[src/design/dvbp_pkg.sv]
// ----------------------------------------------------------------------------
// dvbp_pkg: shared types and helpers for the delta varint block packer
// Item, result and internal op formats, varint length and byte encoding.
// ----------------------------------------------------------------------------
package dvbp_pkg;

	// Default block size in bytes and header length
	localparam int BLOCK_BYTES_DEF = 128;
	localparam int HEAD_LEN        = 2;

	// Depths of the op queue and the result queue
	localparam int OP_QUEUE_DEPTH  = 4;
	localparam int OUT_QUEUE_DEPTH = 4;

	// Input item
	typedef struct packed {
		logic        command;
		logic [31:0] key;
		logic [31:0] value;
	} in_t;

	// Command codes
	localparam logic CMD_APPEND = 1'b0;
	localparam logic CMD_FLUSH  = 1'b1;

	// Result item: one block word
	typedef struct packed {
		logic [63:0] block_word;
		logic [3:0]  word_index;
		logic [31:0] block_first_key;
		logic        last_word;
	} out_t;

	// Per-block data handed to the emitter
	typedef struct packed {
		logic [15:0] count;
		logic [31:0] lead_key;
	} info_t;

	// Op from the front to the back: optionally close the open block,
	// then write nvar varints (v0, then v1)
	typedef struct packed {
		logic        close;
		info_t       info;
		logic [1:0]  nvar;
		logic [31:0] v0;
		logic [31:0] v1;
	} op_t;

	// Number of bytes of a 32-bit varint
	function automatic logic [2:0] varint_len(input logic [31:0] v);
		logic [2:0] n;
		if (v < 32'h0000_0080) begin
			n = 3'd1;
		end else if (v < 32'h0000_4000) begin
			n = 3'd2;
		end else if (v < 32'h0020_0000) begin
			n = 3'd3;
		end else if (v < 32'h1000_0000) begin
			n = 3'd4;
		end else begin
			n = 3'd5;
		end
		return n;
	endfunction

	// Varint bytes, most significant group first, left aligned in 40 bits
	function automatic logic [39:0] varint_bytes(input logic [31:0] v);
		logic [39:0] b;
		case (varint_len(v))
			3'd1:    b = {1'b0, v[6:0], 32'b0};
			3'd2:    b = {1'b1, v[13:7], 1'b0, v[6:0], 24'b0};
			3'd3:    b = {1'b1, v[20:14], 1'b1, v[13:7], 1'b0, v[6:0], 16'b0};
			3'd4:    b = {1'b1, v[27:21], 1'b1, v[20:14], 1'b1, v[13:7],
				1'b0, v[6:0], 8'b0};
			default: b = {1'b1, 3'b000, v[31:28], 1'b1, v[27:21], 1'b1, v[20:14],
				1'b1, v[13:7], 1'b0, v[6:0]};
		endcase
		return b;
	endfunction

endpackage

[src/design/dvbp_fifo.sv]
// ----------------------------------------------------------------------------
// dvbp_fifo: small synchronous queue
// Flip-flop storage, push/full on the write side, pop/empty on the read side.
// ----------------------------------------------------------------------------
module dvbp_fifo #(
	parameter int WIDTH = 8,
	parameter int DEPTH = 4
) (
	input  logic                       clk,
	input  logic                       arst_n,
	input  logic                       push,
	input  logic [WIDTH-1:0]           wdata,
	output logic                       full,
	input  logic                       pop,
	output logic [WIDTH-1:0]           rdata,
	output logic                       empty,
	output logic [$clog2(DEPTH+1)-1:0] count
);

	localparam int PTR_W = $clog2(DEPTH);
	localparam int CNT_W = $clog2(DEPTH + 1);

	logic [WIDTH-1:0] store_q [DEPTH];
	logic [PTR_W-1:0] wr_ptr_q;
	logic [PTR_W-1:0] rd_ptr_q;
	logic [CNT_W-1:0] count_q;
	logic             do_push;
	logic             do_pop;

	assign full    = (count_q == CNT_W'(DEPTH));
	assign empty   = (count_q == '0);
	assign count   = count_q;
	assign rdata   = store_q[rd_ptr_q];
	assign do_push = push && !full;
	assign do_pop  = pop && !empty;

	// Write the entry at the tail
	always_ff @(posedge clk) begin
		if (do_push) begin
			store_q[wr_ptr_q] <= wdata;
		end
	end

	// Advance pointers and occupancy
	always_ff @(posedge clk or negedge arst_n) begin
		if (!arst_n) begin
			wr_ptr_q <= '0;
			rd_ptr_q <= '0;
			count_q  <= '0;
		end else begin
			if (do_push) begin
				wr_ptr_q <= (wr_ptr_q == PTR_W'(DEPTH - 1)) ? '0 : wr_ptr_q + 1'b1;
			end
			if (do_pop) begin
				rd_ptr_q <= (rd_ptr_q == PTR_W'(DEPTH - 1)) ? '0 : rd_ptr_q + 1'b1;
			end
			if (do_push && !do_pop) begin
				count_q <= count_q + 1'b1;
			end else if (do_pop && !do_push) begin
				count_q <= count_q - 1'b1;
			end
		end
	end

endmodule

[src/design/dvbp_front.sv]
// ----------------------------------------------------------------------------
// dvbp_front: item intake and classification
// Tracks key/value history and block fill, computes deltas and the fit check,
// and turns each item into an op for the back part (a flush with no open block yields none).
// ----------------------------------------------------------------------------
module dvbp_front import dvbp_pkg::*; #(
	parameter int BLOCK_BYTES = BLOCK_BYTES_DEF
) (
	input  logic clk,
	input  logic arst_n,
	input  logic push,
	output logic full,
	input  in_t  item,
	output logic op_push,
	output op_t  op_wdata,
	input  logic op_full
);

	localparam int FILL_W = $clog2(BLOCK_BYTES + 1);
	localparam int CNT_W  = $clog2(BLOCK_BYTES);

	logic              open_q;
	logic [31:0]       prev_key_q;
	logic [31:0]       prev_value_q;
	logic [31:0]       lead_key_q;
	logic [FILL_W-1:0] fill_q;
	logic [CNT_W-1:0]  count_q;

	logic              accept;
	logic [31:0]       key_step;
	logic [31:0]       value_step;
	logic [2:0]        key_len;
	logic [2:0]        value_len;
	logic [2:0]        first_len;
	logic [FILL_W:0]   pair_end;
	logic              fits;

	assign full   = op_full;
	assign accept = push && !op_full;

	// Deltas; the value delta restarts when the key changes
	assign key_step   = item.key - prev_key_q;
	assign value_step = item.value - ((prev_key_q == item.key) ? prev_value_q : 32'd0);
	assign key_len    = varint_len(key_step);
	assign value_len  = varint_len(value_step);
	assign first_len  = varint_len(item.value);
	assign pair_end   = {1'b0, fill_q} + (FILL_W + 1)'(key_len) + (FILL_W + 1)'(value_len);
	assign fits       = pair_end <= (FILL_W + 1)'(BLOCK_BYTES);

	// Build the op for this item
	always_comb begin
		op_push                = 1'b0;
		op_wdata.close         = 1'b0;
		op_wdata.info.count    = 16'(count_q);
		op_wdata.info.lead_key = lead_key_q;
		op_wdata.nvar          = 2'd1;
		op_wdata.v0            = item.value;
		op_wdata.v1            = value_step;
		if (accept) begin
			if (item.command == CMD_FLUSH) begin
				op_push        = open_q;
				op_wdata.close = 1'b1;
				op_wdata.nvar  = 2'd0;
			end else begin
				op_push = 1'b1;
				if (open_q) begin
					if (fits) begin
						op_wdata.nvar = 2'd2;
						op_wdata.v0   = key_step;
					end else begin
						op_wdata.close = 1'b1;
					end
				end
			end
		end
	end

	// Update history, fill and entry count
	always_ff @(posedge clk or negedge arst_n) begin
		if (!arst_n) begin
			open_q       <= 1'b0;
			prev_key_q   <= '0;
			prev_value_q <= '0;
			lead_key_q   <= '0;
			fill_q       <= FILL_W'(HEAD_LEN);
			count_q      <= '0;
		end else if (accept) begin
			if (item.command == CMD_FLUSH) begin
				open_q <= 1'b0;
			end else begin
				open_q       <= 1'b1;
				prev_key_q   <= item.key;
				prev_value_q <= item.value;
				if (open_q && fits) begin
					fill_q  <= pair_end[FILL_W-1:0];
					count_q <= count_q + 1'b1;
				end else begin
					// open a block with this entry first
					fill_q     <= FILL_W'(HEAD_LEN) + FILL_W'(first_len);
					count_q    <= CNT_W'(1);
					lead_key_q <= item.key;
				end
			end
		end
	end

endmodule

[src/design/dvbp_back.sv]
// ----------------------------------------------------------------------------
// dvbp_back: block assembly
// Executes ops: closes blocks toward the emitter and packs varint bytes into
// a word accumulator, writing each completed word to the block memory.
// ----------------------------------------------------------------------------
module dvbp_back import dvbp_pkg::*; #(
	parameter int BLOCK_BYTES = BLOCK_BYTES_DEF
) (
	input  logic                                      clk,
	input  logic                                      arst_n,
	input  op_t                                       op,
	input  logic                                      op_empty,
	output logic                                      op_pop,
	input  logic                                      busy,
	output logic                                      start,
	output logic                                      start_bank,
	output logic [$clog2(BLOCK_BYTES+1)-1:0]          start_fill,
	output info_t                                     start_info,
	output logic                                      wr_en,
	output logic [$clog2((BLOCK_BYTES+7)/8):0]        wr_addr,
	output logic [63:0]                               wr_data
);

	localparam int FILL_W = $clog2(BLOCK_BYTES + 1);
	localparam int WORDS  = (BLOCK_BYTES + 7) / 8;
	localparam int WIDX_W = $clog2(WORDS);

	logic              bank_q;
	logic [FILL_W-1:0] fill_q;
	logic [63:0]       cur_q;
	logic              closed_q;
	logic              vsel_q;

	logic              head;
	logic              do_close;
	logic              close_go;
	logic              do_var;
	logic              last_var;
	logic [31:0]       var_value;
	logic [2:0]        var_len;
	logic [127:0]      shifted;
	logic [127:0]      merged;
	logic [3:0]        byte_end;
	logic              spill;
	logic [WIDX_W-1:0] word_sel;

	assign head      = !op_empty;
	assign do_close  = head && op.close && !closed_q;
	assign close_go  = do_close && !busy;
	assign do_var    = head && !do_close;
	assign last_var  = ((vsel_q ? 2'd2 : 2'd1) == op.nvar);
	assign var_value = vsel_q ? op.v1 : op.v0;
	assign var_len   = varint_len(var_value);

	// Align the varint bytes behind the bytes already in the accumulator
	assign shifted  = {varint_bytes(var_value), 88'b0} >> {fill_q[2:0], 3'b000};
	assign merged   = {cur_q, 64'b0} | shifted;
	assign byte_end = {1'b0, fill_q[2:0]} + {1'b0, var_len};
	assign spill    = byte_end[3];
	assign word_sel = WIDX_W'(fill_q >> 3);

	// Hand the closed block to the emitter
	assign start      = close_go;
	assign start_bank = bank_q;
	assign start_fill = fill_q;
	assign start_info = op.info;

	// Memory write: partial word on close, full word on spill
	always_comb begin
		wr_en   = 1'b0;
		wr_addr = {bank_q, word_sel};
		wr_data = cur_q;
		if (close_go) begin
			wr_en = (fill_q[2:0] != 3'b000);
		end else if (do_var) begin
			wr_en   = spill;
			wr_data = merged[127:64];
		end
	end

	assign op_pop = (close_go && (op.nvar == 2'd0)) || (do_var && last_var);

	// Advance assembly state
	always_ff @(posedge clk or negedge arst_n) begin
		if (!arst_n) begin
			bank_q   <= 1'b0;
			fill_q   <= FILL_W'(HEAD_LEN);
			cur_q    <= '0;
			closed_q <= 1'b0;
			vsel_q   <= 1'b0;
		end else if (close_go) begin
			bank_q   <= !bank_q;
			fill_q   <= FILL_W'(HEAD_LEN);
			cur_q    <= '0;
			closed_q <= (op.nvar != 2'd0);
		end else if (do_var) begin
			fill_q <= fill_q + FILL_W'(var_len);
			cur_q  <= spill ? merged[63:0] : merged[127:64];
			if (last_var) begin
				vsel_q   <= 1'b0;
				closed_q <= 1'b0;
			end else begin
				vsel_q <= 1'b1;
			end
		end
	end

endmodule

[src/design/dvbp_emit.sv]
// ----------------------------------------------------------------------------
// dvbp_emit: block memory and word emitter
// Holds two banks of block words; reads a closed block out one word per cycle
// while the result queue has room, inserting the entry count header.
// ----------------------------------------------------------------------------
module dvbp_emit import dvbp_pkg::*; #(
	parameter int BLOCK_BYTES = BLOCK_BYTES_DEF
) (
	input  logic                                 clk,
	input  logic                                 arst_n,
	input  logic                                 wr_en,
	input  logic [$clog2((BLOCK_BYTES+7)/8):0]   wr_addr,
	input  logic [63:0]                          wr_data,
	input  logic                                 start,
	input  logic                                 start_bank,
	input  logic [$clog2(BLOCK_BYTES+1)-1:0]     start_fill,
	input  info_t                                start_info,
	output logic                                 busy,
	input  logic                                 pop,
	output logic                                 empty,
	output out_t                                 result
);

	localparam int FILL_W  = $clog2(BLOCK_BYTES + 1);
	localparam int WORDS   = (BLOCK_BYTES + 7) / 8;
	localparam int WIDX_W  = $clog2(WORDS);
	localparam int MEM_D   = 2 << WIDX_W;
	localparam int OCNT_W  = $clog2(OUT_QUEUE_DEPTH + 1);

	logic [63:0]       mem [MEM_D];

	logic              active_q;
	logic              bank_q;
	logic [WIDX_W-1:0] idx_q;
	logic [FILL_W-1:0] fill_e_q;
	info_t             info_q;

	logic              rd_valid_s1;
	logic [WIDX_W-1:0] rd_idx_s1;
	logic [63:0]       rdata_s1;

	logic [OCNT_W-1:0] ofifo_count;
	logic              ofifo_full;
	logic [OCNT_W:0]   pending;
	logic              issue;
	logic              has_data;
	out_t              word_out;

	assign busy    = active_q;
	assign pending = {1'b0, ofifo_count} + (OCNT_W + 1)'(rd_valid_s1);
	assign issue   = active_q && (pending < (OCNT_W + 1)'(OUT_QUEUE_DEPTH));

	// Write completed words
	always_ff @(posedge clk) begin
		if (wr_en) begin
			mem[wr_addr] <= wr_data;
		end
	end

	// Read the next word of the closed block
	always_ff @(posedge clk) begin
		if (issue) begin
			rdata_s1 <= mem[{bank_q, idx_q}];
		end
	end

	// Sequence the read-out
	always_ff @(posedge clk or negedge arst_n) begin
		if (!arst_n) begin
			active_q    <= 1'b0;
			bank_q      <= 1'b0;
			idx_q       <= '0;
			rd_valid_s1 <= 1'b0;
			rd_idx_s1   <= '0;
		end else begin
			rd_valid_s1 <= issue;
			if (issue) begin
				rd_idx_s1 <= idx_q;
			end
			if (start) begin
				active_q <= 1'b1;
				bank_q   <= start_bank;
				idx_q    <= '0;
			end else if (issue) begin
				idx_q <= idx_q + 1'b1;
				if (idx_q == WIDX_W'(WORDS - 1)) begin
					active_q <= 1'b0;
				end
			end
		end
	end

	// Hold block data for the read-out
	always_ff @(posedge clk) begin
		if (start) begin
			fill_e_q <= start_fill;
			info_q   <= start_info;
		end
	end

	// Compose the result word: unwritten words read as zero, header on word 0
	assign has_data = (FILL_W + 3)'({rd_idx_s1, 3'b000}) < (FILL_W + 3)'(fill_e_q);

	always_comb begin
		word_out.block_word      = has_data ? rdata_s1 : 64'b0;
		if (rd_idx_s1 == '0) begin
			word_out.block_word[63:48] = info_q.count;
		end
		word_out.word_index      = 4'(rd_idx_s1);
		word_out.block_first_key = info_q.lead_key;
		word_out.last_word       = (rd_idx_s1 == WIDX_W'(WORDS - 1));
	end

	dvbp_fifo #(
		.WIDTH ($bits(out_t)),
		.DEPTH (OUT_QUEUE_DEPTH)
	) u_out_fifo (
		.clk    (clk),
		.arst_n (arst_n),
		.push   (rd_valid_s1),
		.wdata  (word_out),
		.full   (ofifo_full),
		.pop    (pop),
		.rdata  (result),
		.empty  (empty),
		.count  (ofifo_count)
	);

`ifndef ASSERT_OFF
	// A new block never arrives while the previous one is still being read
	a_start_idle: assert property (@(posedge clk) disable iff (!arst_n)
		start |-> !active_q)
		else $error("block handed over while read-out active");

	// Read credit keeps the result queue from overflowing
	a_no_overflow: assert property (@(posedge clk) disable iff (!arst_n)
		rd_valid_s1 |-> !ofifo_full)
		else $error("result queue overflow");

	// Read-out ends after the last word is issued
	a_last_ends: assert property (@(posedge clk) disable iff (!arst_n)
		issue && !start && (idx_q == WIDX_W'(WORDS - 1)) |=> !active_q)
		else $error("read-out did not end after last word");
`endif

endmodule

[src/design/delta_varint_block_packer.sv]
// ----------------------------------------------------------------------------
// delta_varint_block_packer: sorted key/value pairs into fixed varint blocks
// A front part classifies each item into an op, a short op queue decouples it
// from the back part that packs varint bytes into a two-bank block memory,
// and an emitter streams each closed block out as 64-bit words.
//
//   channel  | direction | handshake          | payload
//   ---------+-----------+--------------------+-------------------------------
//   item     | in        | push / full        | command, key, value
//   result   | out       | empty / pop        | block_word, word_index,
//            |           |                    | block_first_key, last_word
//
// The front takes one item per cycle while the op queue has room.
// The back packs varints one at a time: one for a block's first entry,
// two for a delta pair; each block close is a separate step.
// A block goes out as (BLOCK_BYTES+7)/8 words, one per cycle while the result
// queue has room; a close waits until the previous read-out has been issued.
// Reset clears control state only; the block memory needs no clearing pass.
// ----------------------------------------------------------------------------
module delta_varint_block_packer import dvbp_pkg::*; #(
	parameter int BLOCK_BYTES = BLOCK_BYTES_DEF
) (
	input  logic clk,
	input  logic arst_n,
	input  logic push,
	output logic full,
	input  in_t  item,
	output logic empty,
	input  logic pop,
	output out_t result
);

	localparam int FILL_W = $clog2(BLOCK_BYTES + 1);
	localparam int WORDS  = (BLOCK_BYTES + 7) / 8;
	localparam int WIDX_W = $clog2(WORDS);

	logic                               op_push;
	op_t                                op_wdata;
	logic                               op_full;
	op_t                                op_head;
	logic                               op_empty;
	logic                               op_pop;
	logic [$clog2(OP_QUEUE_DEPTH+1)-1:0] op_count;

	logic              busy;
	logic              start;
	logic              start_bank;
	logic [FILL_W-1:0] start_fill;
	info_t             start_info;
	logic              wr_en;
	logic [WIDX_W:0]   wr_addr;
	logic [63:0]       wr_data;

	dvbp_front #(
		.BLOCK_BYTES (BLOCK_BYTES)
	) u_front (
		.clk      (clk),
		.arst_n   (arst_n),
		.push     (push),
		.full     (full),
		.item     (item),
		.op_push  (op_push),
		.op_wdata (op_wdata),
		.op_full  (op_full)
	);

	dvbp_fifo #(
		.WIDTH ($bits(op_t)),
		.DEPTH (OP_QUEUE_DEPTH)
	) u_op_fifo (
		.clk    (clk),
		.arst_n (arst_n),
		.push   (op_push),
		.wdata  (op_wdata),
		.full   (op_full),
		.pop    (op_pop),
		.rdata  (op_head),
		.empty  (op_empty),
		.count  (op_count)
	);

	dvbp_back #(
		.BLOCK_BYTES (BLOCK_BYTES)
	) u_back (
		.clk        (clk),
		.arst_n     (arst_n),
		.op         (op_head),
		.op_empty   (op_empty),
		.op_pop     (op_pop),
		.busy       (busy),
		.start      (start),
		.start_bank (start_bank),
		.start_fill (start_fill),
		.start_info (start_info),
		.wr_en      (wr_en),
		.wr_addr    (wr_addr),
		.wr_data    (wr_data)
	);

	dvbp_emit #(
		.BLOCK_BYTES (BLOCK_BYTES)
	) u_emit (
		.clk        (clk),
		.arst_n     (arst_n),
		.wr_en      (wr_en),
		.wr_addr    (wr_addr),
		.wr_data    (wr_data),
		.start      (start),
		.start_bank (start_bank),
		.start_fill (start_fill),
		.start_info (start_info),
		.busy       (busy),
		.pop        (pop),
		.empty      (empty),
		.result     (result)
	);

`ifndef ASSERT_OFF
	// Op queue occupancy stays within its depth
	a_op_count: assert property (@(posedge clk) disable iff (!arst_n)
		op_count <= ($clog2(OP_QUEUE_DEPTH+1))'(OP_QUEUE_DEPTH))
		else $error("op queue occupancy out of range");
`endif

endmodule

[config.mk]
export PLATFORM = sky130hd
export DESIGN_NAME = delta_varint_block_packer
export DESIGN_NICKNAME = d
export VERILOG_FILES = /design/src/design/dvbp_pkg.sv /design/src/design/dvbp_fifo.sv /design/src/design/dvbp_front.sv /design/src/design/dvbp_back.sv /design/src/design/dvbp_emit.sv /design/src/design/delta_varint_block_packer.sv
export SDC_FILE = /design/constraint.sdc
export NUM_CORES = 2
export LEC_CHECK = 0
export ABC_CLOCK_PERIOD_IN_PS = 12600
export BUFFER_PORTS_ARGS = -buffer_cell sky130_fd_sc_hd__buf_4
export CELL_PAD_IN_SITES_DETAIL_PLACEMENT = 1
export CELL_PAD_IN_SITES_GLOBAL_PLACEMENT = 2
export CORE_MARGIN = 2
export CORE_UTILIZATION = 26
export CTS_BUF_LIST = sky130_fd_sc_hd__clkbuf_16
export DETAILED_ROUTE_END_ITERATION = 12
export HOLD_SLACK_MARGIN = 0.12
export PLACE_DENSITY = 0.54
export RECOVER_POWER = 50
export SLEW_MARGIN = 20
export SYNTH_ARGS = -nofsm -noshare
export SYNTH_HDL_FRONTEND = slang
export SYNTH_SLANG_ARGS = --single-unit
export TNS_END_PERCENT = 5
[constraint.sdc]
create_clock -name clk -period 12.6 [get_ports clk]
set_clock_uncertainty 0.2 [all_clocks]
set_input_delay 1.26 -clock clk [delete_from_list [all_inputs] [get_ports clk]]
set_output_delay 1.26 -clock clk [all_outputs]
set_load 0.05 [all_outputs]
==> metrics.txt <==
# TYPE chip_impl_metric gauge
chip_impl_metric{name="yosysSeqAreaShare",unit=""} 0.7402
chip_impl_metric{name="drv.max_cap_violation_count",unit=""} 68
chip_impl_metric{name="grt_antenna_before_repair",unit=""} 9
chip_impl_info{name="cp-end-kind",value="flop"} 1
chip_impl_metric{name="cts_repair_resize_count",unit=""} 0
chip_impl_info{name="critical_path.cell_chain",value="clkbuf_1 > mux4_2 > mux2i_1 > o311a_1 > nand4_1 > or2_0 > nand2_1 > inv_1 > ha_1 > a21o_1 > a21oi_1 > buf_4 > nor2_1 > a21oi_1 > nand3b_1 > nor2_4 > buf_12"} 1
chip_impl_info{name="regToRegEndpoint",value="u_emit.mem[15][57]$_DFFE_PP_"} 1
chip_impl_metric{name="setup_slack",unit="ns"} 1.255
chip_impl_metric{name="hold_viol",unit=""} 0
chip_impl_metric{name="clk-insertion-delay-late",unit="ns"} 0.99
chip_impl_info{name="r2r_start",value="u_op_fifo.rd_ptr_q[1]$_DFFE_PN0P_"} 1
chip_impl_metric{name="detailedRoute.firstIterationViolations",unit=""} 5802
chip_impl_metric{name="arrival",unit="ns"} 11.66
chip_impl_metric{name="core_region_area",unit="um2"} 492600
chip_impl_info{name="worst_path_most_repeated_cell",value="sky130_fd_sc_hd__a21oi_1"} 1
chip_impl_metric{name="mappedNetlistNets",unit=""} 6590
chip_impl_metric{name="netlist-cell-type-count",unit=""} 108
chip_impl_info{name="violated_checks",value="max-capacitance violations, max-slew violations"} 1
chip_impl_metric{name="grt_pass1_wl",unit="um"} 559100
chip_impl_metric{name="period_minus_slack",unit="ns"} 11.35
chip_impl_metric{name="clock_sink_count",unit=""} 3199
chip_impl_info{name="timing.hold.worst.start",value="u_front.prev_value_q[0]$_DFFE_PN0P_"} 1
chip_impl_metric{name="final_core_util",unit=""} 0.3028
chip_impl_metric{name="clk_transition_reported_paths",unit="ns"} 0.06
chip_impl_metric{name="fin_area",unit="um2"} 149200
chip_impl_metric{name="nets",unit=""} 6970
chip_impl_metric{name="power_density",unit="nW/um2"} 273.5
chip_impl_metric{name="grt_overflow",unit=""} 0
chip_impl_metric{name="ys_seq_elements",unit=""} 3199
chip_impl_metric{name="floorplan.initialDensity",unit=""} 0.2605
chip_impl_metric{name="yosys_warnings",unit=""} 0
chip_impl_info{name="cp_top_family",value="simple AND/OR/NAND/NOR gates"} 1
chip_impl_metric{name="post_synthesis_instance_area",unit="um2"} 128300
chip_impl_metric{name="ios",unit=""} 172
chip_impl_metric{name="area_delta_synth_final",unit="%"} 16.22
chip_impl_info{name="tritoncts",value="yes"} 1
chip_impl_metric{name="grt_max_degree",unit=""} 126
chip_impl_metric{name="clock_tree.buffer_depth",unit=""} 4
chip_impl_info{name="rsz_0062_raised_after_global_routing",value="no"} 1
chip_impl_metric{name="power.ir.vdd_worst",unit="mV"} 0.1619
chip_impl_metric{name="routed_via_density",unit=""} 4.832
chip_impl_metric{name="synth_cells",unit=""} 6426
chip_impl_metric{name="final.period_utilization",unit=""} 0.9004
chip_impl_metric{name="post_dp_cell_area",unit="um2"} 138700
chip_impl_metric{name="final_cell_count_no_fill",unit=""} 13600
chip_impl_metric{name="htree_levels",unit=""} 5
chip_impl_metric{name="worst-endpoint-required",unit="ns"} 12.91
chip_impl_metric{name="slew_headroom",unit=""} -2.797
chip_impl_metric{name="worst-r2r-setup-slack",unit="ns"} 1.25
chip_impl_metric{name="dpl.hpwl",unit="um"} 222800
chip_impl_metric{name="number_of_enable_flip_flop_cells_after_synthesis",unit=""} 2987
chip_impl_metric{name="place_congestion",unit=""} 0.8430
chip_impl_metric{name="num_vias",unit=""} 65730
chip_impl_metric{name="drive_above_1_share",unit=""} 0.2369
chip_impl_metric{name="grt_pass1_vias",unit=""} 70650
chip_impl_metric{name="avgRoutedWirePerCell",unit="um"} 29.20
chip_impl_metric{name="pre_cts_ws",unit="ns"} 0.9482
chip_impl_metric{name="drt-total-wl",unit="um"} 397200
chip_impl_info{name="status",value="complete, but fails checks"} 1
chip_impl_metric{name="critical_path_peak_fanout",unit=""} 46
chip_impl_metric{name="std_cell_rows",unit=""} 258
chip_impl_metric{name="die_y",unit="um"} 706.6
chip_impl_metric{name="place.detailed.instances",unit=""} 12950
chip_impl_metric{name="worst_hold_path.num_cells",unit=""} 2
chip_impl_info{name="timing.hold.worst.class",value="flop to flop"} 1
chip_impl_metric{name="cts_inserted_buffers",unit=""} 356
chip_impl_metric{name="critPathMaxStageDelay",unit="ns"} 2.06
chip_impl_info{name="cts.root.buffer_cell",value="sky130_fd_sc_hd__clkbuf_16"} 1
chip_impl_metric{name="grtUsageTotal",unit=""} 0.1558
chip_impl_metric{name="fin_tns_setup",unit="ns"} 0
chip_impl_info{name="crit_slowest_cell",value="sky130_fd_sc_hd__clkbuf_1"} 1
chip_impl_metric{name="timing.final.max_slew_violations",unit=""} 2721
chip_impl_metric{name="port_bufs",unit=""} 171
chip_impl_metric{name="synth_async_sr_flop_share",unit=""} 0.06627
chip_impl_metric{name="chipWidth",unit="um"} 706.6
chip_impl_info{name="min_to",value="u_front.prev_value_q[0]$_DFFE_PN0P_"} 1
chip_impl_metric{name="cp.buffers_inverters",unit=""} 4
chip_impl_metric{name="finalSetupViolCount",unit=""} 0
chip_impl_info{name="start_kind",value="flop"} 1
chip_impl_metric{name="die-area",unit="um2"} 499300
chip_impl_metric{name="fmax",unit="MHz"} 88.14
chip_impl_metric{name="drc",unit=""} 0
chip_impl_metric{name="mapped_avg_cell_area",unit="um2"} 19.97
chip_impl_metric{name="power_leakage",unit="uW"} 0.04777
chip_impl_info{name="postSynth.topFlopCell",value="sky130_fd_sc_hd__edfxtp_1"} 1
chip_impl_info{name="worst-setup-path-type",value="flop to flop"} 1
chip_impl_metric{name="reg2reg_depth",unit=""} 17
chip_impl_metric{name="drtPass1Iterations",unit=""} 5
chip_impl_metric{name="timing_worst_slew_pin_value",unit="ns"} 5.695
chip_impl_metric{name="post_detailed_route_count_of_antenna_violating_nets",unit=""} 0
[area by class of cell]
type                            instances  area, um2
Fill cell                           49890     343400
Sequential cell                      3199      95030
Multi-Input combinational cell       2809      32010
Clock buffer                          358       8959
Tap cell                             6500       8133
Clock inverter                        293       2355
Timing Repair Buffer                  342       2298
Inverter                               98      370.4
Antenna cell                            3      7.507
[worst reg2reg max path, delay by kind of cell, from the launching register on]
family	cells	cell delay [ns]
fa+ha+maj	1	0.29
mux	2	1.74
flops	1	1.13
buf+inv	4	2.87
simple gates	6	3.35
compound gates	4	1.19
[logic make-up after synthesis]
group	Yosys count	share of synthesized area
and+or+nand+nor	913	0.03386
buffers and inverters	418	0.01307
DFF	3199	0.7402
xor gates and xnor gates	80	0.005459
adders and majority gates	95	0.009788
AOI/OAI and AO/OA	709	0.03699
muxes	1012	0.1606
[how the worst max path moves through the flow]
stage          depth (start not counted)  slack, ns                                  to                                from
3_5_place_dp                          32       0.95  u_op_fifo.store_q[3][58]$_DFFE_PP_                            item[55]
5_1_grt                               32       0.58  u_op_fifo.store_q[0][33]$_DFFE_PP_  u_front.prev_key_q[23]$_DFFE_PN0P_
2_1_floorplan                         35       2.88  u_op_fifo.store_q[0][39]$_DFFE_PP_                            item[55]
3_3_place_gp                          33       1.22      u_front.count_q[6]$_DFFE_PN0P_                            item[55]
6_report                              17       1.25        u_emit.mem[15][57]$_DFFE_PP_   u_op_fifo.rd_ptr_q[1]$_DFFE_PN0P_
4_1_cts                               32       1.89  u_op_fifo.store_q[1][58]$_DFFE_PP_  u_front.prev_key_q[23]$_DFFE_PN0P_
[cell usage after synthesis (22+ instances only)]
master,number,area [um2]
sky130_fd_sc_hd__nor2_1,186,698.2
sky130_fd_sc_hd__dfrtp_1,210,5255
sky130_fd_sc_hd__a21o_1,68,510.5
sky130_fd_sc_hd__a21oi_1,136,680.7
sky130_fd_sc_hd__inv_1,95,356.6
sky130_fd_sc_hd__nor3_1,59,295.3
sky130_fd_sc_hd__nand2b_1,29,181.4
sky130_fd_sc_hd__nor2b_1,59,369.1
sky130_fd_sc_hd__o21bai_1,22,165.2
sky130_fd_sc_hd__xnor2_1,44,385.4
sky130_fd_sc_hd__mux2_2,121,1363
sky130_fd_sc_hd__and2_1,40,250.2
sky130_fd_sc_hd__nand4_1,24,150.1
sky130_fd_sc_hd__clkbuf_1,210,788.3
sky130_fd_sc_hd__o21ai_0,180,900.9
sky130_fd_sc_hd__nand2_1,369,1385
sky130_fd_sc_hd__nand3_1,42,210.2
sky130_fd_sc_hd__mux4_2,825,18580
sky130_fd_sc_hd__edfxtp_1,2987,89700
sky130_fd_sc_hd__xor2_1,36,315.3
sky130_fd_sc_hd__mux2i_1,63,630.6
sky130_fd_sc_hd__buf_1,80,300.3
sky130_fd_sc_hd__o22ai_1,26,162.7
sky130_fd_sc_hd__a31oi_1,27,168.9
sky130_fd_sc_hd__ha_1,86,1076
[stage by stage]
step	hold WS, ns	power [uW]
2_1_floorplan	0.2231	25100
3_3_place_gp	0.2553	30930
3_5_place_dp	0.2649	31310
4_1_cts	0.2446	41560
5_1_grt	0.3058	42640
6_report	0.2746	40790
[sequential cells by signal, summed over array words and instances, names as in the netlist, 7 cells and up]
name,flops
u_emit.u_out_fifo.store_q,404
u_emit.mem,2048
u_back.cur_q,64
u_front.prev_value_q,32
u_front.count_q,7
u_front.prev_key_q,32
u_emit.rdata_s1,64
u_back.start_fill,8
u_op_fifo.store_q,424
u_emit.info_q,39
u_front.lead_key_q,32
u_emit.fill_e_q,8
u_front.fill_q,8
[what timing repair did]
action | 4_1_cts | 5_1_grt
hold buffers | 1 | 0
endpoints found under the hold margin | 7 | 0
buffers inserted | 0 | 0
[cell usage in the layout (no fill, tap or decap), types with 27 or more instances in the layout]
cell type                   count
sky130_fd_sc_hd__edfxtp_1    2987
sky130_fd_sc_hd__mux4_2       825
sky130_fd_sc_hd__nand2_1      369
sky130_fd_sc_hd__clkbuf_16    358
sky130_fd_sc_hd__dfrtp_1      203
sky130_fd_sc_hd__o21ai_0      183
sky130_fd_sc_hd__inv_1        166
sky130_fd_sc_hd__clkbuf_1     161
sky130_fd_sc_hd__nor2_1       154
sky130_fd_sc_hd__buf_4        148
sky130_fd_sc_hd__a21oi_1      135
sky130_fd_sc_hd__clkinv_1      99
sky130_fd_sc_hd__ha_1          86
sky130_fd_sc_hd__mux2_2        84
sky130_fd_sc_hd__a21o_1        65
sky130_fd_sc_hd__mux2i_1       63
sky130_fd_sc_hd__nor3_1        58
sky130_fd_sc_hd__nor2b_1       58
sky130_fd_sc_hd__clkinv_2      50
sky130_fd_sc_hd__xnor2_1       44
sky130_fd_sc_hd__nand3_1       41
sky130_fd_sc_hd__mux2_1        39
sky130_fd_sc_hd__xor2_1        36
sky130_fd_sc_hd__nor2_4        32
sky130_fd_sc_hd__nand2b_1      29
sky130_fd_sc_hd__bufinv_16     28
sky130_fd_sc_hd__a31oi_1       27
[report_power, final]
part	total, uW	switching, uW	leakage (uW)	internal (uW)
clock network	10100	4380	0.00577	5750
logic	14300	9610	0.0121	4680
registers	16400	838	0.0299	15500
[metal layers]
layer / global-route usage / part of all wire / wire length [um] / up-vias
met2: 0.2592 / 0.48 / 192200 / 1729
met5: 0 / 0.000091 / 36 / -
li1: - / - / - / 27260
met1: 0.2166 / 0.45 / 177300 / 36190
met3: 0.01946 / 0.044 / 17480 / 536
met4: 0.03823 / 0.026 / 10160 / 6
Note: power is estimated with default switching activity, not from simulation.
